File: src/hw/rtl/xild_pkg.sv
package xild_pkg;

    localparam int WIN_BYTES  = 15;
    localparam int WIN_W      = 8 * WIN_BYTES;
    localparam int HEAD_BYTES = 5;
    localparam int HEAD_W     = 8 * HEAD_BYTES;
    localparam int POS_W      = 4;
    localparam int SUM_W      = 5;
    localparam int LEN_W      = 4;
    localparam int OUT_W      = 8;

    localparam logic [7:0] PFX_OSZ   = 8'h66;
    localparam logic [7:0] PFX_ASZ   = 8'h67;
    localparam logic [7:0] OP_ESC    = 8'h0F;
    localparam logic [7:0] ESC_38    = 8'h38;
    localparam logic [7:0] ESC_3A    = 8'h3A;
    localparam logic [7:0] OP_TEST_B = 8'hF6;
    localparam logic [7:0] OP_TEST_V = 8'hF7;
    localparam logic [7:0] OP_MOV_IV = 8'hC7;

    typedef logic [7:0] byte_t;

    typedef struct packed {
        logic       reject;
        logic [1:0] op_len;
        logic       need_mrm;
        logic [2:0] imm_len;
        logic       test_b;
        logic       test_v;
    } op_dec_t;

    function automatic logic is_prefix(byte_t b);
        return b == PFX_OSZ || b == PFX_ASZ || b == 8'hF0 || b == 8'hF2 ||
               b == 8'hF3 || b == 8'h26 || b == 8'h2E || b == 8'h36 ||
               b == 8'h3E || b == 8'h64 || b == 8'h65;
    endfunction

    function automatic op_dec_t op_decode(byte_t b0, byte_t b1, logic osz, logic asz);
        op_dec_t    d;
        logic [2:0] zimm;
        logic       bare;
        d      = '0;
        zimm   = osz ? 3'd2 : 3'd4;
        bare   = 1'b0;
        d.op_len = 2'd1;
        if (b0 == OP_ESC) begin
            d.op_len = 2'd2;
            bare = (b1 >= 8'h05 && b1 <= 8'h09) || b1 == 8'h0B ||
                   (b1 >= 8'h30 && b1 <= 8'h35) || b1 == 8'h37 ||
                   b1 == 8'h77 || (b1 >= 8'hA0 && b1 <= 8'hA2) ||
                   b1 == 8'hA8 || b1 == 8'hA9 || (b1 >= 8'hC8 && b1 <= 8'hCF);
            if (b1[7:4] == 4'h8) begin
                d.reject = 1'b1;
            end else if (b1 == ESC_38 || b1 == ESC_3A) begin
                d.op_len   = 2'd3;
                d.need_mrm = 1'b1;
                d.imm_len  = (b1 == ESC_3A) ? 3'd1 : 3'd0;
            end else if (!bare) begin
                d.need_mrm = 1'b1;
                if ((b1 >= 8'h70 && b1 <= 8'h73) || b1 == 8'hA4 || b1 == 8'hAC ||
                    b1 == 8'hBA || b1 == 8'hC2 || (b1 >= 8'hC4 && b1 <= 8'hC6)) begin
                    d.imm_len = 3'd1;
                end
            end
        end else if ((b0 >= 8'h70 && b0 <= 8'h7F) || (b0 >= 8'hE0 && b0 <= 8'hE9) ||
                     b0 == 8'hEB || b0 == 8'h9A || b0 == 8'hEA) begin
            d.reject = 1'b1;
        end else if (b0 < 8'h40 && b0[2:0] == 3'd4) begin
            d.imm_len = 3'd1;
        end else if (b0 < 8'h40 && b0[2:0] == 3'd5) begin
            d.imm_len = zimm;
        end else if (b0 >= 8'hB0 && b0 <= 8'hB7) begin
            d.imm_len = 3'd1;
        end else if ((b0 >= 8'hB8) && (b0 <= 8'hBF)) begin
            d.imm_len = zimm;
        end else if ((b0 < 8'h40 && !b0[2]) || b0 == 8'h62 || b0 == 8'h63 ||
                     (b0 >= 8'h84 && b0 <= 8'h8F) || b0 == 8'hC4 || b0 == 8'hC5 ||
                     (b0 >= 8'hD0 && b0 <= 8'hD3) || b0 == 8'hFE || b0 == 8'hFF ||
                     b0 == OP_TEST_B || b0 == OP_TEST_V) begin
            d.need_mrm = 1'b1;
            d.test_b   = (b0 == OP_TEST_B);
            d.test_v   = (b0 == OP_TEST_V);
        end else if (b0 == 8'h69 || b0 == 8'h81 || b0 == OP_MOV_IV) begin
            d.need_mrm = 1'b1;
            d.imm_len  = zimm;
        end else if (b0 == 8'h6B || b0 == 8'h80 || b0 == 8'h82 || b0 == 8'h83 ||
                     b0 == 8'hC0 || b0 == 8'hC1 || b0 == 8'hC6) begin
            d.need_mrm = 1'b1;
            d.imm_len  = 3'd1;
        end else if (b0 == 8'h68 || b0 == 8'hA9) begin
            d.imm_len = zimm;
        end else if (b0 == 8'h6A || b0 == 8'hA8 || b0 == 8'hCD || b0 == 8'hD4 ||
                     b0 == 8'hD5) begin
            d.imm_len = 3'd1;
        end else if (b0 >= 8'hA0 && b0 <= 8'hA3) begin
            d.imm_len = asz ? 3'd2 : 3'd4;
        end else if (b0 == 8'hC2 || b0 == 8'hCA) begin
            d.imm_len = 3'd2;
        end else if (b0 == 8'hC8) begin
            d.imm_len = 3'd3;
        end else if (!((b0 >= 8'h40 && b0 <= 8'h5F) || (b0 >= 8'h90 && b0 <= 8'h9F) ||
                       (b0 >= 8'hA4 && b0 <= 8'hA7) || (b0 >= 8'hAA && b0 <= 8'hAF) ||
                       b0 == 8'hC3 || (b0 >= 8'hCC && b0 <= 8'hCF) ||
                       b0 == 8'hD6 || b0 == 8'hD7 || (b0 >= 8'hEC && b0 <= 8'hEF) ||
                       (b0 >= 8'hF4 && b0 <= 8'hFD))) begin
            d.reject = 1'b1;
        end
        return d;
    endfunction

endpackage

File: src/hw/rtl/x86_instruction_length_decoder.sv
// Pipeline from input transfer to result on m_tvalid: prefix scan, opcode
// align, opcode decode, ModRM/SIB and length sum, one register each.
// Throughput: one window per cycle; stages with no valid item fill in, so a
// stalled output only holds the stages behind it once they are all full.
// Reset: aresetn synchronous active low clears the stage valid bits only.
module x86_instruction_length_decoder (
    input  logic        aclk,
    input  logic        aresetn,
    input  logic        s_tvalid,
    output logic        s_tready,
    input  logic [119:0] s_tdata,   // [63:0] window_low, [119:64] window_high
    output logic        m_tvalid,
    input  logic        m_tready,
    output logic [7:0]  m_tdata     // [0] accepted, [4:1] length, [7:5] zero
);

    // stage handshake
    logic ready1, ready2, ready3, ready4;
    logic v1_reg, v2_reg, v3_reg, v4_reg;

    assign ready4   = !v4_reg || m_tready;
    assign ready3   = !v3_reg || ready4;
    assign ready2   = !v2_reg || ready3;
    assign ready1   = !v1_reg || ready2;
    assign s_tready = ready1;
    assign m_tvalid = v4_reg;

    // stage 1: prefix scan
    logic [xild_pkg::POS_W-1:0] pos1_next, pos1_reg;
    logic                       osz1_next, asz1_next, osz1_reg, asz1_reg;
    logic [xild_pkg::WIN_W-1:0] win1_reg;

    always_comb begin
        logic run;
        pos1_next = xild_pkg::POS_W'(xild_pkg::WIN_BYTES);
        for (int i = xild_pkg::WIN_BYTES - 1; i >= 0; i--) begin
            if (!xild_pkg::is_prefix(s_tdata[8*i +: 8])) begin
                pos1_next = xild_pkg::POS_W'(i);
            end
        end
        run       = 1'b1;
        osz1_next = 1'b0;
        asz1_next = 1'b0;
        for (int i = 0; i < xild_pkg::WIN_BYTES; i++) begin
            if (run && s_tdata[8*i +: 8] == xild_pkg::PFX_OSZ) osz1_next = 1'b1;
            if (run && s_tdata[8*i +: 8] == xild_pkg::PFX_ASZ) asz1_next = 1'b1;
            run = run && xild_pkg::is_prefix(s_tdata[8*i +: 8]);
        end
    end

    // stage 2: align window on the opcode
    logic [xild_pkg::WIN_W-1:0]  shift2;
    logic [xild_pkg::HEAD_W-1:0] hd2_reg;
    logic [xild_pkg::POS_W-1:0]  pos2_reg;
    logic                        osz2_reg, asz2_reg;

    assign shift2 = win1_reg >> {pos1_reg, 3'b000};

    // stage 3: opcode decode
    xild_pkg::op_dec_t          dec3;
    logic [xild_pkg::SUM_W-1:0] base3_next, base3_reg;
    logic                       rej3_next, rej3_reg;
    xild_pkg::byte_t            mrm3_next, sib3_next, mrm3_reg, sib3_reg;
    logic                       need_mrm3_reg, test_b3_reg, test_v3_reg;
    logic [2:0]                 imm3_reg;
    logic                       osz3_reg, asz3_reg;

    always_comb begin
        dec3       = xild_pkg::op_decode(hd2_reg[7:0], hd2_reg[15:8], osz2_reg, asz2_reg);
        base3_next = {1'b0, pos2_reg} + xild_pkg::SUM_W'(dec3.op_len);
        rej3_next  = dec3.reject || (base3_next > xild_pkg::SUM_W'(xild_pkg::WIN_BYTES));
        unique case (dec3.op_len)
            2'd1: begin
                mrm3_next = hd2_reg[15:8];
                sib3_next = hd2_reg[23:16];
            end
            2'd2: begin
                mrm3_next = hd2_reg[23:16];
                sib3_next = hd2_reg[31:24];
            end
            2'd3: begin
                mrm3_next = hd2_reg[31:24];
                sib3_next = hd2_reg[39:32];
            end
            default: begin
                mrm3_next = '0;
                sib3_next = '0;
            end
        endcase
    end

    // stage 4: ModRM, SIB, displacement and length sum
    logic [1:0]                 md4;
    logic [2:0]                 rg4, rm4;
    logic [xild_pkg::SUM_W-1:0] imm4, mrm_n4, sib_n4, disp4, total4;
    logic                       rej4;
    logic                       acc4_next, acc4_reg;
    logic [xild_pkg::LEN_W-1:0] len4_next, len4_reg;

    always_comb begin
        md4    = mrm3_reg[7:6];
        rg4    = mrm3_reg[5:3];
        rm4    = mrm3_reg[2:0];
        imm4   = xild_pkg::SUM_W'(imm3_reg);
        mrm_n4 = '0;
        sib_n4 = '0;
        disp4  = '0;
        rej4   = rej3_reg;
        if (need_mrm3_reg) begin
            if (base3_reg >= xild_pkg::SUM_W'(xild_pkg::WIN_BYTES)) rej4 = 1'b1;
            mrm_n4 = xild_pkg::SUM_W'(1);
            if (test_b3_reg && rg4 <= 3'd1) begin
                imm4 = xild_pkg::SUM_W'(1);
            end else if (test_v3_reg && rg4 <= 3'd1) begin
                imm4 = osz3_reg ? xild_pkg::SUM_W'(2) : xild_pkg::SUM_W'(4);
            end
            if (md4 != 2'd3) begin
                if (asz3_reg) begin
                    if ((md4 == 2'd0 && rm4 == 3'd6) || md4 == 2'd2) begin
                        disp4 = xild_pkg::SUM_W'(2);
                    end else if (md4 == 2'd1) begin
                        disp4 = xild_pkg::SUM_W'(1);
                    end
                end else begin
                    if (rm4 == 3'd4) begin
                        if (base3_reg >= xild_pkg::SUM_W'(xild_pkg::WIN_BYTES - 1)) begin
                            rej4 = 1'b1;
                        end
                        sib_n4 = xild_pkg::SUM_W'(1);
                        if (md4 == 2'd0 && sib3_reg[2:0] == 3'd5) begin
                            disp4 = xild_pkg::SUM_W'(4);
                        end
                    end
                    if ((md4 == 2'd0 && rm4 == 3'd5) || md4 == 2'd2) begin
                        disp4 = xild_pkg::SUM_W'(4);
                    end else if (md4 == 2'd1) begin
                        disp4 = xild_pkg::SUM_W'(1);
                    end
                end
            end
        end
        total4 = base3_reg + mrm_n4 + sib_n4 + disp4 + imm4;
        if (total4 > xild_pkg::SUM_W'(xild_pkg::WIN_BYTES)) rej4 = 1'b1;
        acc4_next = !rej4;
        len4_next = rej4 ? '0 : total4[xild_pkg::LEN_W-1:0];
    end

    assign m_tdata = {3'b000, len4_reg, acc4_reg};

    always_ff @(posedge aclk) begin
        if (!aresetn) begin
            v1_reg <= 1'b0;
            v2_reg <= 1'b0;
            v3_reg <= 1'b0;
            v4_reg <= 1'b0;
        end else begin
            if (ready1) v1_reg <= s_tvalid;
            if (ready2) v2_reg <= v1_reg;
            if (ready3) v3_reg <= v2_reg;
            if (ready4) v4_reg <= v3_reg;
        end
    end

    always_ff @(posedge aclk) begin
        if (ready1) begin
            win1_reg <= s_tdata;
            pos1_reg <= pos1_next;
            osz1_reg <= osz1_next;
            asz1_reg <= asz1_next;
        end
        if (ready2) begin
            hd2_reg  <= shift2[xild_pkg::HEAD_W-1:0];
            pos2_reg <= pos1_reg;
            osz2_reg <= osz1_reg;
            asz2_reg <= asz1_reg;
        end
        if (ready3) begin
            base3_reg     <= base3_next;
            rej3_reg      <= rej3_next;
            mrm3_reg      <= mrm3_next;
            sib3_reg      <= sib3_next;
            need_mrm3_reg <= dec3.need_mrm;
            imm3_reg      <= dec3.imm_len;
            test_b3_reg   <= dec3.test_b;
            test_v3_reg   <= dec3.test_v;
            osz3_reg      <= osz2_reg;
            asz3_reg      <= asz2_reg;
        end
        if (ready4) begin
            acc4_reg <= acc4_next;
            len4_reg <= len4_next;
        end
    end

endmodule

File: config.mk
export PLATFORM = sky130hd
export DESIGN_NAME = x86_instruction_length_decoder
export DESIGN_NICKNAME = d
export VERILOG_FILES = /design/src/hw/rtl/xild_pkg.sv /design/src/hw/rtl/x86_instruction_length_decoder.sv
export SDC_FILE = /design/constraint.sdc
export NUM_CORES = 1
export LEC_CHECK = 0
export ABC_AREA = 1
export ABC_CLOCK_PERIOD_IN_PS = 5080
export BUFFER_PORTS_ARGS = -buffer_cell sky130_fd_sc_hd__buf_2
export CORE_MARGIN = 8
export CORE_UTILIZATION = 40
export CTS_BUF_LIST = sky130_fd_sc_hd__clkbuf_2 sky130_fd_sc_hd__clkbuf_4 sky130_fd_sc_hd__clkbuf_8
export DETAILED_ROUTE_END_ITERATION = 6
export PLACE_DENSITY = 0.59
export SLEW_MARGIN = 20
export SYNTH_ARGS = -nofsm -noshare
export SYNTH_HDL_FRONTEND = slang
export SYNTH_SLANG_ARGS = --single-unit
File: constraint.sdc
create_clock -name aclk -period 5.08 [get_ports aclk]
set_input_delay 0.254 -clock aclk [delete_from_list [all_inputs] [get_ports aclk]]
set_output_delay 0.254 -clock aclk [all_outputs]
set_load 0.005 [all_outputs]
==> results of run 1 <==
[logic make-up after synthesis]
logic type	count (synthesis)	synth area share [%]
and+or+nand+nor	665	23.3
buffers and inverters	238	7.63
other	1	0.0311
xor gates and xnor gates	3	0.218
muxes	20	1.66
AOI/OAI and AO/OA	329	16.7
DFF	198	49.0
adders and majority gates	11	1.51
[routing by layer]
layer / share of wire, % / GRT usage [%] / vias up
met1: 43 / 28.0 / 5340
met3: 5.9 / 4.05 / 79
met4: 3.9 / 9.77 / 0
li1: - / - / 5528
met5: 0 / 0 / -
met2: 47 / 35.7 / 432
[per-stage QoR]
stage               utilization, %  setup WS (ps)  instances  power (mW)
floorplan                        -            609       1467        2.29
global placement              44.2           1740       1943        2.53
detailed placement            44.2           1660       1943        2.53
CTS                           49.5           1640       2091        3.65
global route                  49.5           1350       2092        3.80
finish                        49.5           1640       2092        3.64
[worst max-delay path, cell delays in order (launching register included)]
cell and delay, ps:
edfxtp_1 400, inv_1 80, nand3_1 70, nor3b_1 280
inv_1 70, nor2_1 120, fa_1 450, fa_1 450
inv_1 80, fa_1 170, nor2_1 60, o21a_1 160
nor2_1 130, nor2_1 60, nor3b_1 150, a21boi_0 360
inv_1 120, nor2_1 110
[area by class of cell]
| cell class | count | share of cell area (%) |
|---|---|---|
| multi-input cells | 1031 | 35.8 |
| flip-flops and latches | 198 | 40.2 |
| clock inverters | 12 | 1.08 |
| inverters | 177 | 4.53 |
| clock buffers | 20 | 1.79 |
| repair buffers | 264 | 13.3 |
| well taps | 390 | 3.32 |
[path summary, 6_finish.rpt]
path         cells after the start            end  slack [ps]          from
max                             17    len4_reg[3]        1640   mrm3_reg[1]
min reg2reg                      0       osz2_reg         430      osz1_reg
min                              1  win1_reg[113]          40  s_tdata[113]
max reg2reg                     17    len4_reg[3]        1640   mrm3_reg[1]
[cells in the final DEF (no fill, tap or decap), types with 5 or more instances in the layout]
| cell | instances |
|---|---|
| nor2_2 | 5 |
| nor3_1 | 30 |
| o211ai_1 | 34 |
| edfxtp_1 | 194 |
| nor4_1 | 6 |
| o221ai_1 | 7 |
| nand2_1 | 403 |
| inv_1 | 172 |
| a31o_2 | 5 |
| o22ai_1 | 15 |
| nand4_1 | 22 |
| a22oi_1 | 5 |
| a221oi_1 | 5 |
| mux2i_1 | 20 |
| buf_4 | 17 |
| a21oi_1 | 53 |
| clkbuf_8 | 18 |
| nand3b_1 | 5 |
| a31oi_1 | 25 |
| o21ai_0 | 134 |
| ha_1 | 5 |
| dlygate4sd3_1 | 117 |
| nor2_1 | 102 |
| nand3_1 | 73 |
| fa_1 | 6 |
| a211oi_1 | 8 |
| buf_2 | 130 |
[power groups by stage]
| stage | combinational (mW) | clock, mW | sequential (mW) |
|---|---|---|---|
| final | 0.599 | 1.06 | 1.98 |
| after global routing | 0.662 | 1.15 | 1.99 |
| after CTS | 0.589 | 1.08 | 1.98 |
| after detailed placement | 0.518 | 0 | 2.01 |
| after global placement | 0.518 | 0 | 2.01 |
| after floorplan | 0.309 | 0 | 1.98 |
==> impl_metrics.toml, run 1 <==
[timing]
slew_headroom_pct = 33.0
max_freq_mhz = 291
finalSetupViolations = 0
fin_crit_sh_pct = 67.7
fin_skew_ps = 25.3
setup_tns_ps = 0
tightest_slew_ps = 997
rsz0062_at_grt = "false"
post-route-min-period_ps = 3440
finalMaxSlewViolations = 0
whs_ps = 35.9
hold_viol = 0

[power]
p_per_area_nw_per_um2 = 248
swShare_pct = 29.0
power_leakage_nw = 6.16
internal-power_mw = 2.58
clkPwrFrac_pct = 29.2
switchingPower_mw = 1.05
p_seq_share_pct = 54.3
peakVddDrop_mv = 0.153
combPwrFrac_pct = 16.5

[cells_and_area]
syn_to_final_growth_pct = 21.7
ff_latch_area_um2 = 5910
multi_input_area_um2 = 5250
design_area_um2 = 14700
fillerInstances = 2862
largest_reg_flops = 120
drive_above_1_share_pct = 12.2
nets = 1824
diodes = 0

[synth]
synth_edf_count = 194
synth_top_area_share_pct = 48.3
synthArstFlopShare_pct = 0
ys_types = 60
seq_area_frac_synth_pct = 49.0
syn_area_per_cell_um2 = 8.23
synth_area_leaders = "edfxtp_1 48%, nand2_1 13%, o21ai_0 5.6%"
netlist.top_cell.by_area = "edfxtp_1"
postSynthCellCount = 1465
ys_ff_latch = 198
synth.cell_area_um2 = 12100
synthMostInstantiatedCell = "nand2_1"
yosysWarnings = 0
synth_common_cells = "404 x nand2_1, 194 x edfxtp_1, 172 x inv_1"
ys.flop_type = "edfxtp_1"

[drt]
drt_iter0_drc = 1080
ant_nets = 0
firstDrtPassIters = 7
num_vias = 11379
viasPerCell = 5.44
drc_errors = 0
postRouteWirelength_um = 39800
post_drt_wl_per_cell_um = 19.0

[floorplanning]
die_w_um = 190
die_h_um = 190
ioPinCount = 134
dieArea_um2 = 36000
rows = 63
start_util_pct = 40.7
core_region_area_um2 = 29600

[cts]
ctsHtreeMaxLevel = 4
insertion_delay_ps = 480
cts-hold-fix-buffers = 116
cts.reportedPaths.clkPinSlew_ps = 110
cts-root-buf = "clkbuf_8"
cts_tree = "built"
cts_setup_buffers = 0
cts_resized = 0
cts.sinks = 198
cts_made_buffers = 17
clockBufferDepth = 2

[critical_path]
crit_arrival_ps = 3790
critPathLaunchType = "flop"
critPathMaxFanout = 3
path_class = "reg2reg"
endpoint_kind = "flop"
cp_data_required_time_ps = 5430

[global_routing]
grt_first_pass_wirelength_um = 61400
grt.total_usage_pct = 21.9
grt_pass1_vias = 11145
grt_max_degree = 95
grt-ovfl-total = 0
antenna_found_initial = 0

[placed_design]
port_buffers = 130
placed_cell_area_um2 = 13100
place_congestion = 0.961
dp_hpwl_um = 30100

[flow_run]
maxCapViolCount = 0

[hold_path]
hp-class = "in2reg"

[status]
outcome = "finished, final reports clean"
(Power assumes the default switching activity.)
==> run 2, diff against run 1 <==
--- a/config.mk
+++ b/config.mk
@@ -5,14 +5,14 @@
 export SDC_FILE = /design/constraint.sdc
 export NUM_CORES = 1
 export LEC_CHECK = 0
-export ABC_AREA = 1
-export ABC_CLOCK_PERIOD_IN_PS = 5080
+export ABC_AREA = 0
+export ABC_CLOCK_PERIOD_IN_PS = 2900
 export BUFFER_PORTS_ARGS = -buffer_cell sky130_fd_sc_hd__buf_2
 export CORE_MARGIN = 8
 export CORE_UTILIZATION = 40
 export CTS_BUF_LIST = sky130_fd_sc_hd__clkbuf_2 sky130_fd_sc_hd__clkbuf_4 sky130_fd_sc_hd__clkbuf_8
 export DETAILED_ROUTE_END_ITERATION = 6
-export PLACE_DENSITY = 0.59
+export PLACE_DENSITY = 0.61
 export SLEW_MARGIN = 20
 export SYNTH_ARGS = -nofsm -noshare
 export SYNTH_HDL_FRONTEND = slang
==> constraint.sdc (replaced) <==
create_clock -name aclk -period 2.9 [get_ports aclk]
set_input_delay 0.145 -clock aclk [delete_from_list [all_inputs] [get_ports aclk]]
set_output_delay 0.145 -clock aclk [all_outputs]
set_load 0.005 [all_outputs]
==> run 2 against run 1 <==
Compared with the run above:
- fmax is 16% higher
- combinational power is 77% higher
- global-route usage is 0.39 points lower
- highest routed layer unchanged
- clock skew is 11 ps lower
- wire length is 0.64% lower
- register-to-register slack worse by 1700 ps
- clock power is 80% higher
- critical endpoint is now len4_reg[2]
- first-iteration DRC count is 23% lower
- sequential power is 75% higher
- die area is 1.3% higher
- the flow now finishes with violations (setup timing)
- largest power group unchanged
- sequential share of layout area is 1.6 points lower
==> impl_metrics.toml, run 2 <==
[global_routing]
busiest_layer = "met2"
grt.total_usage_pct = 21.5
antenna_found_initial = 0
met3_usage_pct = 3.65
grt_pass1_vias = 9903
use_met1_pct = 27.4
gr-usage-met2_pct = 35.2
grt_first_pass_wirelength_um = 59600
grt_max_degree = 51
grt-ovfl-total = 0

[power]
power_leakage_nw = 5.70
internal-power_mw = 4.73
p_per_area_nw_per_um2 = 420
clkPwrFrac_pct = 29.7
p_seq_share_pct = 53.9
swShare_pct = 26.4
peakVddDrop_mv = 0.347
combPwrFrac_pct = 16.4
switchingPower_mw = 1.69
total_power_mw = 6.42

[synth]
ys.flop_type = "edfxtp_1"
synth.cell_area_um2 = 12200
netlist.top_cell.by_area = "edfxtp_1"
syn_area_per_cell_um2 = 11.5
synth_edf_count = 194
yosysWarnings = 0
ys_types = 79
synth_top_area_share_pct = 47.6
synthMostInstantiatedCell = "edfxtp_1"
postSynthCellCount = 1063
synth_common_cells = "194 x edfxtp_1, 85 x mux2i_1, 82 x nand2_1"
synth_area_leaders = "edfxtp_1 48%, mux4_2 7.5%, mux2i_1 7.0%"
synthArstFlopShare_pct = 0
seq_area_frac_synth_pct = 48.3
ys_ff_latch = 198

[timing]
finalSetupViolations = 5
final.setup.worst_slack_ps = -69.2
fin_skew_ps = 14.3
finalMaxSlewViolations = 0
rsz0062_at_grt = "true"
slew_headroom_pct = 36.7
max_freq_mhz = 337
fin_crit_sh_pct = 102
tightest_slew_ps = 947
post-route-min-period_ps = 2970
hold_viol = 0
whs_ps = 399
setup_tns_ps = -247

[drt]
postRouteWirelength_um = 39600
drt_iter0_drc = 834
num_vias = 10263
ant_nets = 0
post_drt_wl_per_cell_um = 22.8
firstDrtPassIters = 5
drc_errors = 0
viasPerCell = 5.90

[placed_design]
dp_cells = 1580
dp_hpwl_um = 29500
dp_slack_ps = -224
placed_cell_area_um2 = 13600
port_buffers = 130
place_congestion = 0.941

[critical_path]
crit_arrival_ps = 3300
cp_data_required_time_ps = 3230
endpoint_kind = "flop"
reg2reg_from = "mrm3_reg[1]"
critPathLaunchType = "flop"
timing.critical_path.from = "mrm3_reg[1]"
critPathMaxFanout = 4
path_class = "reg2reg"

[cts]
clockBufferDepth = 2
insertion_delay_ps = 480
cts_tree = "built"
cts_made_buffers = 17
ctsHtreeMaxLevel = 4
cts.reportedPaths.clkPinSlew_ps = 100
cts-root-buf = "clkbuf_8"
cts.sinks = 198

[cells_and_area]
diodes = 0
drive_above_1_share_pct = 21.7
layout_common_cells = "194 x edfxtp_1, 130 x buf_2, 124 x dlygate4sd3_1"
utilization_pct = 50.4
final_common_cell = "edfxtp_1"
syn_to_final_growth_pct = 24.9
design_area_um2 = 15300
nets = 1466
fin_cells = 1740
largest_reg_flops = 120

[floorplanning]
core_region_area_um2 = 30300
ioPinCount = 134
die_h_um = 191
dieArea_um2 = 36400
rows = 64
start_util_pct = 40.3
die_w_um = 191

[status]
violations = "setup timing"
outcome = "finished with violations"

[flow_run]
maxCapViolCount = 0

[hold_path]
hp-class = "in2reg"
min_from = "s_tdata[40]"
==> run 2: cell families (layout without fill, tap and decap cells) <==
| logic type | Yosys count | in the layout | share of synthesized area (%) |
|---|---|---|---|
| AO/OA/AOI/OAI | 264 | 264 | 14.7 |
| XOR/XNOR | 4 | 4 | 0.286 |
| adder cells (fa/ha/maj) | 11 | 11 | 1.49 |
| buffers and inverters | 118 | 397 | 4.06 |
| flip-flops | 198 | 198 | 48.3 |
| multiplexers | 135 | 135 | 15.3 |
| other | 1 | 3 | 0.0306 |
| AND/OR/NAND/NOR | 332 | 332 | 15.9 |
==> run 2: worst max-delay path, stage by stage, from the launching register on <==
cell,delay (ps)
edfxtp_1,400
nand2b_4,170
a2111oi_4,300
and2_4,210
fa_1,430
fa_2,370
inv_2,70
fa_2,200
nor2b_2,50
o21ai_1,110
nand2b_1,100
o21ai_2,160
nand2_2,90
nor3_2,160
==> run 2: path summary, 6_finish.rpt <==
path | endpoint | slack, ps | depth (start not counted)
max reg2reg | len4_reg[2] | -70 | 13
min reg2reg | osz2_reg | 430 | 0
min | win1_reg[40] | 400 | 2
max | len4_reg[2] | -70 | 13
==> run 2: power by group through the flow <==
stage | clock network [mW] | logic, mW | registers (mW)
5_1_grt | 2.03 | 1.14 | 3.47
4_1_cts | 1.94 | 1.03 | 3.46
6_report | 1.91 | 1.06 | 3.46
2_1_floorplan | 0 | 0.528 | 3.45
3_5_place_dp | 0 | 0.885 | 3.52
3_3_place_gp | 0 | 0.879 | 3.52
==> run 2: cell type report <==
| cell class | count | area (um2) |
|---|---|---|
| multi-input combinational | 749 | 5900 |
| timing repair buffer | 306 | 2340 |
| clock inverter | 13 | 170 |
| fill | 2618 | 15100 |
| inverter | 59 | 221 |
| clock buffer | 19 | 249 |
| tap | 396 | 495 |
| sequential | 198 | 5910 |
==> run 2: repair_timing <==
item | CTS | global route
endpoints found under the setup margin | 5 | 5
hold buffers | 124 | 0
pin swaps | 8 | 6
endpoints found under the hold margin | 124 | 0
setup buffers | 1 | 3
resized for setup | 8 | 4
==> run 2: per-layer routing <==
| layer | share of wire (%) | routed length [um] |
|---|---|---|
| met1 | 41 | 16300 |
| met2 | 49 | 19200 |
| met3 | 5.9 | 2340 |
| met4 | 4.2 | 1680 |
| met5 | 0 | 0 |
